$ cat src/rtl/cmsp_pkg.sv
// Shared types and constants for the click menu setpoint panel.
// No dependencies.
package cmsp_pkg;

    localparam logic [6:0] SETPOINT_MAX = 7'd99;
    localparam logic [9:0] LIMIT_RESET  = 10'd30;

    localparam logic [3:0] KEY_ONE   = 4'h1;
    localparam logic [3:0] KEY_TWO   = 4'h2;
    localparam logic [3:0] KEY_RAISE = 4'h4;
    localparam logic [3:0] KEY_LOWER = 4'h8;

    localparam logic [2:0] MENU_TEMP_DISP  = 3'd0;
    localparam logic [2:0] MENU_HUMID_DISP = 3'd1;
    localparam logic [2:0] MENU_TEMP_HI    = 3'd2;
    localparam logic [2:0] MENU_TEMP_LO    = 3'd3;
    localparam logic [2:0] MENU_HUMID_HI   = 3'd4;
    localparam logic [2:0] MENU_HUMID_LO   = 3'd5;

    localparam logic REG_LIMIT = 1'b0;

    typedef struct packed {
        logic dbl;
        logic tmo;
    } t_click_evt;

    typedef logic [3:0][6:0] t_setpts;

endpackage

$ cat src/rtl/cmsp_click.sv
// Click counter and timeout timer for one menu key.
// Depends on cmsp_pkg.
module cmsp_click (
    input  logic                  i_clk,
    input  logic                  i_rst_n,
    input  logic                  i_step,
    input  logic                  i_press,
    input  logic [9:0]            i_limit,
    output cmsp_pkg::t_click_evt  o_evt
);

    logic        r_pend;
    logic [10:0] r_timer;
    logic        n_pend;
    logic [10:0] n_timer;
    logic        pend_mid;
    logic [10:0] timer_mid;
    logic [10:0] timer_inc;

    always_comb begin
        pend_mid  = i_press ? ~r_pend : r_pend;
        timer_mid = i_press ? 11'd0 : r_timer;
        timer_inc = timer_mid + 11'd1;
        o_evt.dbl = i_press & r_pend;
        o_evt.tmo = 1'b0;
        n_pend    = pend_mid;
        n_timer   = timer_mid;
        if (pend_mid) begin
            if (timer_inc > {1'b0, i_limit}) begin
                o_evt.tmo = 1'b1;
                n_pend    = 1'b0;
                n_timer   = 11'd0;
            end else begin
                n_timer = timer_inc;
            end
        end
    end

    always_ff @(posedge i_clk) begin
        if (!i_rst_n) begin
            r_pend  <= 1'b0;
            r_timer <= 11'd0;
        end else if (i_step) begin
            r_pend  <= n_pend;
            r_timer <= n_timer;
        end
    end

endmodule

$ cat src/rtl/cmsp_panel.sv
// Menu register and setpoint bank, driven by click events and adjust presses.
// Depends on cmsp_pkg.
module cmsp_panel (
    input  logic                  i_clk,
    input  logic                  i_rst_n,
    input  logic                  i_step,
    input  cmsp_pkg::t_click_evt  i_evt_one,
    input  cmsp_pkg::t_click_evt  i_evt_two,
    input  logic                  i_raise,
    input  logic                  i_lower,
    output logic [2:0]            o_menu,
    output cmsp_pkg::t_setpts     o_setpts
);

    logic [2:0]        r_menu;
    cmsp_pkg::t_setpts r_setpts;
    logic [2:0]        n_menu;
    cmsp_pkg::t_setpts n_setpts;
    logic              sel_ok;
    logic [1:0]        sel;
    logic [2:0]        sel_wide;
    logic [6:0]        cur;

    always_comb begin
        sel_wide = r_menu - cmsp_pkg::MENU_TEMP_HI;
        sel      = sel_wide[1:0];
        sel_ok   = (r_menu >= cmsp_pkg::MENU_TEMP_HI) && (r_menu <= cmsp_pkg::MENU_HUMID_LO);
        cur      = r_setpts[sel];
        n_setpts = r_setpts;
        if (sel_ok && i_raise && (cur < cmsp_pkg::SETPOINT_MAX)) begin
            n_setpts[sel] = cur + 7'd1;
        end else if (sel_ok && i_lower && (cur != 7'd0)) begin
            n_setpts[sel] = cur - 7'd1;
        end

        n_menu = r_menu;
        if (i_evt_one.dbl) begin
            n_menu = (r_menu == cmsp_pkg::MENU_TEMP_HI) ? cmsp_pkg::MENU_TEMP_LO
                                                        : cmsp_pkg::MENU_TEMP_HI;
        end else if (i_evt_two.dbl) begin
            n_menu = (r_menu == cmsp_pkg::MENU_HUMID_HI) ? cmsp_pkg::MENU_HUMID_LO
                                                         : cmsp_pkg::MENU_HUMID_HI;
        end
        if (i_evt_one.tmo) begin
            n_menu = cmsp_pkg::MENU_TEMP_DISP;
        end
        if (i_evt_two.tmo) begin
            n_menu = cmsp_pkg::MENU_HUMID_DISP;
        end
    end

    always_ff @(posedge i_clk) begin
        if (!i_rst_n) begin
            r_menu   <= cmsp_pkg::MENU_TEMP_DISP;
            r_setpts <= '0;
        end else if (i_step) begin
            r_menu   <= n_menu;
            r_setpts <= n_setpts;
        end
    end

    assign o_menu   = n_menu;
    assign o_setpts = n_setpts;

endmodule

$ cat src/rtl/click_menu_setpoint_panel.sv
// A key word is taken into the input register, worked on, and its result word is held in the result register.
// Throughput: one key word per cycle; the input and result registers form a two-stage pipe
// that advances whenever the result register is empty or being taken.
// Reset (synchronous, active low): menu 0, setpoints 0, click state clear, limit 30.
// Top level of the click menu setpoint panel.
// Depends on cmsp_pkg, cmsp_click and cmsp_panel.
module click_menu_setpoint_panel (
    input  logic        i_clk,
    input  logic        i_rst_n,
    input  logic        i_in_valid,
    output logic        o_in_ready,
    input  logic [3:0]  i_key_levels,
    output logic        o_out_valid,
    input  logic        i_out_ready,
    output logic [2:0]  o_menu_mode,
    output logic [6:0]  o_temp_upper,
    output logic [6:0]  o_temp_lower,
    output logic [6:0]  o_humid_upper,
    output logic [6:0]  o_humid_lower,
    input  logic        psel,
    input  logic        penable,
    input  logic        pwrite,
    input  logic [2:0]  paddr,
    input  logic [31:0] pwdata,
    output logic [31:0] prdata,
    output logic        pready
);

    logic                 r_in_valid;
    logic [3:0]           r_keys;
    logic [3:0]           r_prev;
    logic                 r_out_valid;
    logic [2:0]           r_menu_mode;
    cmsp_pkg::t_setpts    r_setpts;
    logic [9:0]           r_limit;
    logic                 adv;
    logic                 step;
    logic [3:0]           down;
    cmsp_pkg::t_click_evt evt_one;
    cmsp_pkg::t_click_evt evt_two;
    logic [2:0]           menu_nxt;
    cmsp_pkg::t_setpts    setpts_nxt;

    assign adv        = !r_out_valid || i_out_ready;
    assign step       = r_in_valid && adv;
    assign o_in_ready = !r_in_valid || adv;
    assign down       = r_keys & ~r_prev;
    assign pready     = 1'b1;

    always_comb begin
        prdata = 32'd0;
        if (paddr[2] == cmsp_pkg::REG_LIMIT) begin
            prdata = {22'd0, r_limit};
        end
    end

    always_ff @(posedge i_clk) begin
        if (!i_rst_n) begin
            r_limit <= cmsp_pkg::LIMIT_RESET;
        end else if (psel && penable && pwrite && (paddr[2] == cmsp_pkg::REG_LIMIT)) begin
            r_limit <= pwdata[9:0];
        end
    end

    cmsp_click u_click_one (
        .i_clk   (i_clk),
        .i_rst_n (i_rst_n),
        .i_step  (step),
        .i_press (down == cmsp_pkg::KEY_ONE),
        .i_limit (r_limit),
        .o_evt   (evt_one)
    );

    cmsp_click u_click_two (
        .i_clk   (i_clk),
        .i_rst_n (i_rst_n),
        .i_step  (step),
        .i_press (down == cmsp_pkg::KEY_TWO),
        .i_limit (r_limit),
        .o_evt   (evt_two)
    );

    cmsp_panel u_panel (
        .i_clk     (i_clk),
        .i_rst_n   (i_rst_n),
        .i_step    (step),
        .i_evt_one (evt_one),
        .i_evt_two (evt_two),
        .i_raise   (down == cmsp_pkg::KEY_RAISE),
        .i_lower   (down == cmsp_pkg::KEY_LOWER),
        .o_menu    (menu_nxt),
        .o_setpts  (setpts_nxt)
    );

    always_ff @(posedge i_clk) begin
        if (!i_rst_n) begin
            r_in_valid  <= 1'b0;
            r_out_valid <= 1'b0;
            r_prev      <= 4'd0;
        end else begin
            if (o_in_ready) begin
                r_in_valid <= i_in_valid;
            end
            if (adv) begin
                r_out_valid <= r_in_valid;
            end
            if (step) begin
                r_prev <= r_keys;
            end
        end
    end

    always_ff @(posedge i_clk) begin
        if (i_in_valid && o_in_ready) begin
            r_keys <= i_key_levels;
        end
        if (step) begin
            r_menu_mode <= menu_nxt;
            r_setpts    <= setpts_nxt;
        end
    end

    assign o_out_valid   = r_out_valid;
    assign o_menu_mode   = r_menu_mode;
    assign o_temp_upper  = r_setpts[0];
    assign o_temp_lower  = r_setpts[1];
    assign o_humid_upper = r_setpts[2];
    assign o_humid_lower = r_setpts[3];

endmodule

$ cat config.mk
export PLATFORM = sky130hd
export DESIGN_NAME = click_menu_setpoint_panel
export DESIGN_NICKNAME = d
export VERILOG_FILES = /design/src/rtl/cmsp_pkg.sv /design/src/rtl/cmsp_click.sv /design/src/rtl/cmsp_panel.sv /design/src/rtl/click_menu_setpoint_panel.sv
export SDC_FILE = /design/constraint.sdc
export NUM_CORES = 1
export LEC_CHECK = 0
export ABC_AREA = 0
export BUFFER_PORTS_ARGS = -buffer_cell sky130_fd_sc_hd__buf_2
export CAP_MARGIN = 0
export CORE_MARGIN = 2
export CORE_UTILIZATION = 54
export DETAILED_ROUTE_END_ITERATION = 16
export PLACE_DENSITY = 0.78
export SKIP_CTS_REPAIR_TIMING = 1
export SLEW_MARGIN = 20
export SYNTH_ARGS = -nofsm -noshare
export SYNTH_HDL_FRONTEND = slang
export SYNTH_SLANG_ARGS = --single-unit
export TNS_END_PERCENT = 5
$ cat constraint.sdc
create_clock -name i_clk -period 11.85 [get_ports i_clk]
set_input_delay 3.555 -clock i_clk [delete_from_list [all_inputs] [get_ports i_clk]]
set_output_delay 3.555 -clock i_clk [all_outputs]
set_load 0.02 [all_outputs]
==> metrics.log, run 1 <==
[metrics] area of the die: 11,800 µm²
[metrics] commonest cells after routing, fill and taps aside: sky130_fd_sc_hd__nand2_1, sky130_fd_sc_hd__dfxtp_1, sky130_fd_sc_hd__buf_2
[metrics] startpoint of the most critical register-to-register path: r_keys[3]
[metrics] antenna cell count: 0
[metrics] floorplan die width: 109 µm
[metrics] Initial DRT Pass Iterations: 5
[metrics] fraction of synthesized cell area taken by the top area cell type: 0.240
[metrics] crit path kind: in -> out
[metrics] clock-pin transition on the worst setup and hold timing paths: 0.10 ns
[metrics] WP data required: 8.30 ns
[metrics] Post-Synthesis Cells: 641
[metrics] power density over the cells: 109 nW/µm²
[metrics] post-detail-place hpwl: 9.75 mm
[metrics] total gr overflow: 0
[metrics] vias per inst: 5.91
[metrics] metal1 wirelength: 5.65 mm
[metrics] clock latency on the worst-skew pair: 0.38 ns
[metrics] DRC marker count from the first detailed-route iteration: 332
[metrics] syn avg cell area: 9.24 µm²
[metrics] max-slew violations: 0
[metrics] reported max-cap violation count: 0
[metrics] Yosys warnings: 0
[metrics] final core area utilization: 0.597
[metrics] routability-driven placement congestion ratio: 0.916
[metrics] maximum number of pins on one net before global-route repair: 57
[metrics] Final min period: 7.67 ns
[metrics] final clock skew: 0.0189 ns
[metrics] timing-limited maximum frequency: 0.130 GHz
[metrics] sink count of the clock tree: 106
[metrics] count of flip-flops with a built-in enable after synthesis: 35
[metrics] worst flop-to-flop path endpoint: u_click_two.r_timer[8]
[metrics] register-to-register setup slack: 7.39 ns
[metrics] Clock Tree Root: sky130_fd_sc_hd__clkbuf_8
[metrics] GRT Util Overall: 0.242
[metrics] routed wirelength normalized by instance count: 16.5 µm
[metrics] number of synthesized register bits: 106
[metrics] path class of the lowest-slack min-delay path: reg -> reg
[metrics] count of input and output buffers: 64
[metrics] Clock H-tree levels: 3
[metrics] number of antenna violations at the first check in global routing: 0
[metrics] Final Routed Wirelength: 13.7 mm
[metrics] crit path capture type: output pin
[metrics] sequential share of power: 0.551
[metrics] global-route wire length before repair: 22.6 mm
[metrics] commonest non-fill, non-tap cell in the layout: sky130_fd_sc_hd__nand2_1
[metrics] transition time of the tightest slew-check pin: 0.895 ns
[metrics] Max clock buf depth: 2
[metrics] met2 wire len: 6.89 mm
[metrics] area growth from synthesis to layout: 8.74%
[metrics] count of nets left with antenna violations after detail routing: 0
[metrics] Placed Cells incl. Taps: 816
[metrics] met3 routed WL: 793 µm
[metrics] net load switching power: 181 µW
[metrics] Post-synth ARST share: 0
[metrics] leakage power summed over all cells: 0.00253 µW
[metrics] Sw Share: 0.257
[metrics] clock group share of total power: 0.361
[metrics] Sum Neg Setup Slack: 0 ns
[metrics] outcome: complete, no violations
[metrics] launching instance or port of the critical path: i_out_ready
[metrics] share of cells above drive strength 1: 0.145
[metrics] Std-Cell Rows: 38
[metrics] prevailing post-synth register cell: sky130_fd_sc_hd__dfxtp_1
[metrics] register area share after synthesis: 0.417
[metrics] Core Footprint: 10,800 µm²
[metrics] largest area contributor in the synthesized netlist: sky130_fd_sc_hd__dfxtp_1
[metrics] clock tree from TritonCTS: yes
[metrics] Die Y: 109 µm
[metrics] largest driver fanout on the critical path: 4
[metrics] count of unique library cells instantiated by Yosys: 69
[metrics] main area contributors after synthesis: sky130_fd_sc_hd__dfxtp_1, sky130_fd_sc_hd__edfxtp_1, sky130_fd_sc_hd__nand2_1, sky130_fd_sc_hd__ha_1, sky130_fd_sc_hd__o21ai_0
[metrics] total DRC errors in the routed layout: 0
[metrics] portion of the clock cycle consumed by the worst path in the final layout: 0.648
[metrics] num ports: 112
[metrics] post-route non-filler standard cell count: 832
[metrics] capture point of the worst path: o_in_ready
[metrics] number of global-route vias before repair: 4,650
[metrics] final-stage net count: 758
[metrics] uppermost metal layer occupied by signal nets: met4
[metrics] kind of start point of the critical path: input port
[metrics] relative max-transition margin: 0.403
[metrics] unrepaired setup endpoints after global routing: no
[metrics] highest ir drop seen on vdd: 0.0574 mV
[metrics] Critical Path AT: 4.12 ns
[metrics] number of setup violations in the final report: 0
[metrics] effective utilization at floorplan: 0.549
[metrics] total CTS buffers: 9
[metrics] total count of hold-check failures in the final report: 0
[metrics] Internal Power: 524 µW
[metrics] cell area after technology mapping: 5930 µm²
[metrics] combinational fraction of design power: 0.089
[metrics] routed via count: 4,916
[metrics] r2r worst-path depth: 16
==> power by group through the flow <==
stage | registers (µW) | clock network [µW] | logic [µW]
floorplan | 400 | 0 | 46.4
global placement | 396 | 0 | 59.7
detailed placement | 397 | 0 | 61.8
CTS | 388 | 256 | 62.1
global route | 390 | 271 | 68.7
finish | 388 | 254 | 62.7
==> logic make-up (layout without fill, tap and decap cells) <==
group                    count (synthesis)  in the layout  synth area share
XOR/XNOR                                28             28            0.0414
AO/OA/AOI/OAI                          163            163             0.196
AND/OR/NAND/NOR                        235            235             0.193
buffers and inverters                   73            103            0.0646
flip-flops                             106            106             0.417
other                                    2             23           0.00127
multiplexers                             9              9            0.0340
adder cells (fa/ha/maj)                 25             25            0.0528
==> per-layer routing <==
layer / track usage / vias up
met5: 0 / -
met4: 0.102 / 0
met3: 0.0418 / 31
met2: 0.422 / 201
met1: 0.296 / 2340
li1: - / 2344
==> per-stage QoR <==
stage	cell area (µm²)	power, µW	hold slack (ns)	worst slack, ns
final	6440	705	0.466	4.18
after CTS	6440	706	0.469	4.16
after global placement	6220	456	0.448	4.21
after detailed placement	6220	458	0.455	4.16
after floorplan	6000	447	0.438	4.23
after global routing	6440	730	0.486	4.07
==> sequential cells by signal (all words and copies together) (netlist names), 3 cells and up <==
| name | count |
|---|---|
| o_humid_upper | 7 |
| r_prev | 4 |
| u_click_two.r_timer | 11 |
| o_temp_lower | 7 |
| o_humid_lower | 7 |
| o_temp_upper | 7 |
| o_menu_mode | 3 |
| u_panel.r_setpts | 28 |
| r_limit | 10 |
| u_panel.r_menu | 3 |
| u_click_one.r_timer | 11 |
| r_keys | 4 |
==> how the worst min path moves through the flow <==
| stage | startpoint | cells past startpoint | end | slack (ns) |
|---|---|---|---|---|
| CTS | r_prev[1] | 2 | r_prev[1] | 0.47 |
| global route | r_prev[1] | 2 | r_prev[1] | 0.49 |
| finish | r_prev[1] | 2 | r_prev[1] | 0.47 |
| detailed placement | r_prev[1] | 2 | r_prev[1] | 0.45 |
| floorplan | u_panel.r_setpts[2] | 2 | u_panel.r_setpts[2] | 0.44 |
| global placement | r_prev[1] | 2 | r_prev[1] | 0.45 |
==> Yosys cell counts, types with 20 or more instances <==
| master | number |
|---|---|
| sky130_fd_sc_hd__nand2_1 | 86 |
| sky130_fd_sc_hd__o21ai_0 | 46 |
| sky130_fd_sc_hd__nor2_1 | 48 |
| sky130_fd_sc_hd__nand3_1 | 20 |
| sky130_fd_sc_hd__inv_1 | 20 |
| sky130_fd_sc_hd__nor2b_1 | 23 |
| sky130_fd_sc_hd__ha_1 | 25 |
| sky130_fd_sc_hd__edfxtp_1 | 35 |
| sky130_fd_sc_hd__dfxtp_1 | 71 |
| sky130_fd_sc_hd__a22o_1 | 26 |
| sky130_fd_sc_hd__clkbuf_1 | 20 |
| sky130_fd_sc_hd__buf_4 | 24 |
==> area by class of cell <==
cell class,instances,area [µm²]
clock buffer,10,128
timing repair buffer,66,335
tap,140,175
fill,921,4350
inverter,21,80.1
clock inverter,6,97.6
sequential,106,2470
multi-input combinational,483,3160
==> worst max-delay path: stages <==
cell and delay [ns]:
sky130_fd_sc_hd__buf_2 0.10, sky130_fd_sc_hd__nor2b_1 0.21, sky130_fd_sc_hd__nand2_1 0.09, sky130_fd_sc_hd__buf_2 0.16
No activity file was read; power rests on OpenSTA's default activity.
==> run 2: changes to the inputs <==
--- a/config.mk
+++ b/config.mk
@@ -9,9 +9,9 @@
 export BUFFER_PORTS_ARGS = -buffer_cell sky130_fd_sc_hd__buf_2
 export CAP_MARGIN = 0
 export CORE_MARGIN = 2
-export CORE_UTILIZATION = 54
+export CORE_UTILIZATION = 51
 export DETAILED_ROUTE_END_ITERATION = 16
-export PLACE_DENSITY = 0.78
+export PLACE_DENSITY = 0.77
 export SKIP_CTS_REPAIR_TIMING = 1
 export SLEW_MARGIN = 20
 export SYNTH_ARGS = -nofsm -noshare
==> constraint.sdc (replaced) <==
create_clock -name i_clk -period 6.9 [get_ports i_clk]
set_input_delay 2.07 -clock i_clk [delete_from_list [all_inputs] [get_ports i_clk]]
set_output_delay 2.07 -clock i_clk [all_outputs]
set_load 0.02 [all_outputs]
==> run 2 against run 1 <==
Final cell count increased by 0.36%. Flip-flop and latch count unchanged. Combinational power up 72%. Register-to-register slack got worse by 5.0 ns. Clock skew down 0.011 ns. Total power grew 75%.
==> metrics.log, run 2 (synthesis gave the netlist of run 1 again) <==
[metrics] outcome: complete, no violations
[metrics] antenna cell count: 0
[metrics] total CTS buffers: 9
[metrics] Sum Neg Setup Slack: 0 ns
[metrics] clock tree from TritonCTS: yes
[metrics] area growth from synthesis to layout: 9.40%
[metrics] relative max-transition margin: 0.409
[metrics] leakage power summed over all cells: 0.00254 µW
[metrics] post-detail-place hpwl: 9.90 mm
[metrics] Std-Cell Rows: 39
[metrics] max reg flops: 28
[metrics] count of input and output buffers: 64
[metrics] Worst Path Buf+Inv: 2
[metrics] max-slew violations: 0
[metrics] routability-driven placement congestion ratio: 0.932
[metrics] register bank with the most flops: u_panel.r_setpts
[metrics] clock-pin transition on the worst setup and hold timing paths: 0.06 ns
[metrics] Initial DRT Pass Iterations: 5
[metrics] worst flop-to-flop path endpoint: u_click_two.r_timer[1]
[metrics] GR met3 Demand/Resource: 0.0381
[metrics] met2 global-route usage: 0.368
[metrics] routed wirelength normalized by instance count: 16.4 µm
[metrics] floorplan die width: 112 µm
[metrics] unrepaired setup endpoints after global routing: no
[metrics] final setup margin: 2.16 ns
[metrics] clock latency on the worst-skew pair: 0.36 ns
[metrics] count of nets left with antenna violations after detail routing: 0
[metrics] crit path capture type: output pin
[metrics] crit path kind: in -> out
[metrics] WP depth: 4
[metrics] final clock skew: 0.00749 ns
[metrics] most frequent CP cell: sky130_fd_sc_hd__buf_2
[metrics] num ports: 112
[metrics] total count of hold-check failures in the final report: 0
[metrics] final-stage net count: 759
[metrics] number of setup violations in the final report: 0
[metrics] register-to-register setup slack: 2.38 ns
[metrics] family with the most delay on the worst path: simple AND/OR/NAND/NOR gates
[metrics] Core Footprint: 11,400 µm²
[metrics] portion of the clock cycle consumed by the worst path in the final layout: 0.687
[metrics] sink count of the clock tree: 106
[metrics] global-route wire length before repair: 22.1 mm
[metrics] Final min period: 4.74 ns
[metrics] largest driver fanout on the critical path: 4
[metrics] number of global-route vias before repair: 4,584
[metrics] capture point of the worst path: o_in_ready
[metrics] r2r worst-path depth: 16
[metrics] startpoint of the most critical register-to-register path: r_keys[3]
[metrics] area of the die: 12,500 µm²
[metrics] GRT Util Overall: 0.221
[metrics] worst stage delay on the critical path: 0.22 ns
[metrics] DRC marker count from the first detailed-route iteration: 290
[metrics] kind of start point of the critical path: input port
[metrics] routed via count: 4,863
[metrics] WP data required: 4.83 ns
[metrics] met1 global-route usage: 0.270
[metrics] path class of the lowest-slack min-delay path: reg -> reg
[metrics] Die Y: 112 µm
[metrics] Critical Path AT: 2.67 ns
[metrics] vias per inst: 5.82
[metrics] total gr overflow: 0
[metrics] Largest regs: u_panel.r_setpts (28), u_click_one.r_timer (11), u_click_two.r_timer (11)
[metrics] Crit-path slowest cell: sky130_fd_sc_hd__nor2b_1
[metrics] share of cells above drive strength 1: 0.140
[metrics] number of stages on the worst hold path: 2
[metrics] commonest non-fill, non-tap cell in the layout: sky130_fd_sc_hd__nand2_1
[metrics] Clock H-tree levels: 3
[metrics] total DRC errors in the routed layout: 0
[metrics] series of cell instances along the critical path: buf_2 > nor2b_1 > nand2_1 > buf_2
[metrics] highest ir drop seen on vdd: 0.136 mV
[metrics] timing-limited maximum frequency: 0.211 GHz
[metrics] Clock Tree Root: sky130_fd_sc_hd__clkbuf_16
[metrics] launching instance or port of the critical path: i_out_ready
[metrics] maximum number of pins on one net before global-route repair: 54
[metrics] effective utilization at floorplan: 0.521
[metrics] number of antenna violations at the first check in global routing: 0
[metrics] commonest cells after routing, fill and taps aside: sky130_fd_sc_hd__nand2_1, sky130_fd_sc_hd__dfxtp_1, sky130_fd_sc_hd__buf_2
[metrics] pre-CTS setup slack: 2.15 ns
[metrics] power density over the cells: 191 nW/µm²
[metrics] transition time of the tightest slew-check pin: 0.886 ns
[metrics] Final Routed Wirelength: 13.7 mm
[metrics] Max clock buf depth: 2
[metrics] busiest layer in global routing: met2
[metrics] reported max-cap violation count: 0
-- run 2: area by class of cell --
| cell class | instances | area, µm² |
|---|---|---|
| clock buffer | 12 | 236 |
| clock inverter | 3 | 17.5 |
| timing repair buffer | 67 | 343 |
| tap | 143 | 179 |
| multi-input combinational | 483 | 3160 |
| fill | 984 | 4890 |
| inverter | 21 | 78.8 |
| sequential | 106 | 2470 |
-- run 2: per-stage QoR --
stage	cells	hold slack, ns	util	power [µW]	cell area [µm²]
2_1_floorplan	662	0.438	-	767	6000
3_3_place_gp	820	0.447	0.548	783	6230
3_5_place_dp	820	0.458	0.548	788	6230
4_1_cts	835	0.467	0.570	1250	6480
5_1_grt	835	0.500	0.570	1290	6480
6_report	835	0.463	0.570	1240	6480
-- run 2: routing by layer --
layer / share of wire / vias up
li1: - / 2343
met5: 0 / -
met2: 0.50 / 196
met1: 0.41 / 2296
met3: 0.060 / 28
met4: 0.031 / 0
-- run 2: power by group --
part           total, µW  switching [µW]  internal (µW)
registers            667            8.91            658
logic                108            75.3           32.4
clock network        463             221            242
-- run 2: how the worst min path moves through the flow --
stage | from | end | slack (ns)
2_1_floorplan | u_panel.r_setpts[2] | u_panel.r_setpts[2] | 0.44
3_3_place_gp | r_prev[1] | r_prev[1] | 0.45
3_5_place_dp | r_prev[1] | r_prev[1] | 0.46
4_1_cts | r_prev[1] | r_prev[1] | 0.47
5_1_grt | r_prev[1] | r_prev[1] | 0.50
6_report | r_prev[1] | r_prev[1] | 0.46
-- run 2: tightest hold or removal path: cells and delay by family (launching register included) --
kind	cells	cell delay (ns)
flops	1	0.31
simple gates	1	0.04
compound gates	1	0.06
==> run 3: changes to the inputs <==
==> constraint.sdc (replaced) <==
create_clock -name i_clk -period 4.3 [get_ports i_clk]
set_input_delay 1.29 -clock i_clk [delete_from_list [all_inputs] [get_ports i_clk]]
set_output_delay 1.29 -clock i_clk [all_outputs]
set_load 0.02 [all_outputs]
==> run 3 against run 2 <==
Utilization rose by 0.62 points. Final cell count up 0.72%. Die area did not move. Final area rose by 1.1%. Register-to-register slack got worse by 2.0 ns. Clock power is 72% higher. Combinational power up 61%. Critical endpoint is now u_click_one.r_timer[2]. Largest power group unchanged.
==> metrics.log, run 3 (synthesis gave the netlist of run 1 again) <==
[metrics] leakage power summed over all cells: 0.00258 µW
[metrics] antenna cell count: 0
[metrics] Initial DRT Pass Iterations: 5
[metrics] sink count of the clock tree: 106
[metrics] clock-pin transition on the worst setup and hold timing paths: 0.07 ns
[metrics] power density over the cells: 312 nW/µm²
[metrics] Core Footprint: 11,400 µm²
[metrics] number of setup violations in the final report: 0
[metrics] register bank with the most flops: u_panel.r_setpts
[metrics] global-route wire length before repair: 22.4 mm
[metrics] GRT Util Overall: 0.223
[metrics] clock tree from TritonCTS: yes
[metrics] Critical Path AT: 4.17 ns
[metrics] Crit-path slowest cell: sky130_fd_sc_hd__or4b_1
[metrics] clock latency on the worst-skew pair: 0.35 ns
[metrics] total count of hold-check failures in the final report: 0
[metrics] startpoint of the most critical register-to-register path: r_keys[3]
[metrics] routability-driven placement congestion ratio: 0.945
[metrics] kind of start point of the critical path: register
[metrics] pre-CTS setup slack: 0.344 ns
[metrics] highest ir drop seen on vdd: 0.266 mV
[metrics] max reg flops: 28
[metrics] worst hold path startpoint: r_limit[7]
[metrics] number of antenna violations at the first check in global routing: 0
[metrics] Clock H-tree levels: 3
[metrics] post-detail-place hpwl: 9.90 mm
[metrics] largest driver fanout on the critical path: 14
[metrics] final setup margin: 0.421 ns
[metrics] num ports: 112
[metrics] Final min period: 3.88 ns
[metrics] series of cell instances along the critical path: nor2b_1 > or4b_1 > inv_1 > nor2_1 > ha_1 > a211o_1 > a221oi_1 > o21ai_0 > nor2b_1 > nor3b_1 > buf_4 > nor2b_1 > buf_4 > a22o_1
[metrics] effective utilization at floorplan: 0.521
[metrics] vias per inst: 5.89
[metrics] share of cells above drive strength 1: 0.149
[metrics] outcome: complete, no violations
[metrics] count of nets left with antenna violations after detail routing: 0
[metrics] routed via count: 4,953
[metrics] WP data required: 4.60 ns
[metrics] count of input and output buffers: 64
[metrics] unrepaired setup endpoints after global routing: no
[metrics] launching instance or port of the critical path: r_keys[3]
[metrics] crit path kind: reg -> reg
[metrics] area growth from synthesis to layout: 10.6%
[metrics] Die Y: 112 µm
[metrics] max-slew violations: 0
[metrics] final clock skew: 0.00596 ns
[metrics] Fin Hold WS: 0.463 ns
[metrics] Sum Neg Setup Slack: 0 ns
[metrics] Max clock buf depth: 2
[metrics] commonest cells after routing, fill and taps aside: sky130_fd_sc_hd__nand2_1, sky130_fd_sc_hd__dfxtp_1, sky130_fd_sc_hd__buf_2
[metrics] most frequent CP cell: sky130_fd_sc_hd__nor2b_1
[metrics] Clock Tree Root: sky130_fd_sc_hd__clkbuf_16
[metrics] transition time of the tightest slew-check pin: 0.882 ns
[metrics] register-to-register setup slack: 0.42 ns
[metrics] DRC marker count from the first detailed-route iteration: 331
[metrics] final-stage net count: 764
[metrics] reported max-cap violation count: 0
[metrics] Worst Path Buf+Inv: 3
[metrics] Largest regs: u_panel.r_setpts (28), u_click_one.r_timer (11), u_click_two.r_timer (11)
[metrics] path class of the lowest-slack min-delay path: reg -> reg
[metrics] timing-limited maximum frequency: 0.258 GHz
[metrics] crit path capture type: register
[metrics] total CTS buffers: 9
[metrics] relative max-transition margin: 0.412
[metrics] number of global-route vias before repair: 4,698
[metrics] Std-Cell Rows: 39
[metrics] total gr overflow: 0
[metrics] routed wirelength normalized by instance count: 16.2 µm
[metrics] portion of the clock cycle consumed by the worst path in the final layout: 0.902
[metrics] overall power after layout: 2040 µW
[metrics] maximum number of pins on one net before global-route repair: 53
[metrics] Final Routed Wirelength: 13.7 mm
[metrics] total DRC errors in the routed layout: 0
[metrics] floorplan die width: 112 µm
[metrics] total of fill cells in the finished design: 967
[metrics] commonest non-fill, non-tap cell in the layout: sky130_fd_sc_hd__nand2_1
[metrics] family with the most delay on the worst path: simple AND/OR/NAND/NOR gates
[metrics] worst stage delay on the critical path: 0.64 ns
[metrics] area of the die: 12,500 µm²
[run 3: cell count changes in the layout (fill, tap and decap cells not counted), sizes merged]
cell    before  now
buf         67   72
clkbuf      12   15
clkinv       3    1
[run 3: area by class of cell]
| type | count | area (µm²) | area share |
|---|---|---|---|
| multi-input combinational | 483 | 3160 | 0.482 |
| sequential | 106 | 2470 | 0.377 |
| clock buffer | 15 | 278 | 0.0424 |
| clock inverter | 1 | 8.76 | 0.00134 |
| tap | 143 | 179 | 0.0273 |
| inverter | 21 | 78.8 | 0.0120 |
| timing repair buffer | 72 | 380 | 0.0580 |
[run 3: worst reg2reg max path, stage by stage, from the launching register on]
cell	delay [ns]
sky130_fd_sc_hd__edfxtp_1	0.38
sky130_fd_sc_hd__nor2b_1	0.20
sky130_fd_sc_hd__or4b_1	0.64
sky130_fd_sc_hd__inv_1	0.36
sky130_fd_sc_hd__nor2_1	0.14
sky130_fd_sc_hd__ha_1	0.31
sky130_fd_sc_hd__a211o_1	0.30
sky130_fd_sc_hd__a221oi_1	0.29
sky130_fd_sc_hd__o21ai_0	0.14
sky130_fd_sc_hd__nor2b_1	0.17
sky130_fd_sc_hd__nor3b_1	0.26
sky130_fd_sc_hd__buf_4	0.18
sky130_fd_sc_hd__nor2b_1	0.13
sky130_fd_sc_hd__buf_4	0.17
sky130_fd_sc_hd__a22o_1	0.14
[run 3: power by group]
part / total [µW] / internal (µW) / switching (µW)
Combinational: 174 / 53.7 / 121
Clock: 796 / 442 / 354
Sequential: 1070 / 1060 / 14.5
Total: 2040 / 1550 / 489
[run 3: final timing paths]
path / end / cells past startpoint
max: u_click_one.r_timer[2] / 14
min: r_limit[7] / 2
min reg2reg: r_limit[7] / 2
max reg2reg: u_click_one.r_timer[2] / 14
[run 3: through the flow]
| step | util | instance area (µm²) | instances |
|---|---|---|---|
| 2_1_floorplan | - | 6000 | 662 |
| 3_3_place_gp | 0.551 | 6270 | 825 |
| 3_5_place_dp | 0.551 | 6270 | 825 |
| 4_1_cts | 0.576 | 6550 | 841 |
| 5_1_grt | 0.576 | 6550 | 841 |
| 6_report | 0.576 | 6550 | 841 |
[run 3: layer usage]
| metal | part of all wire | vias up | track usage |
|---|---|---|---|
| met2 | 0.49 | 201 | 0.368 |
| met5 | 0 | - | 0 |
| met4 | 0.032 | 0 | 0.103 |
| met3 | 0.061 | 38 | 0.0533 |
| met1 | 0.41 | 2349 | 0.276 |
| li1 | - | 2365 | - |
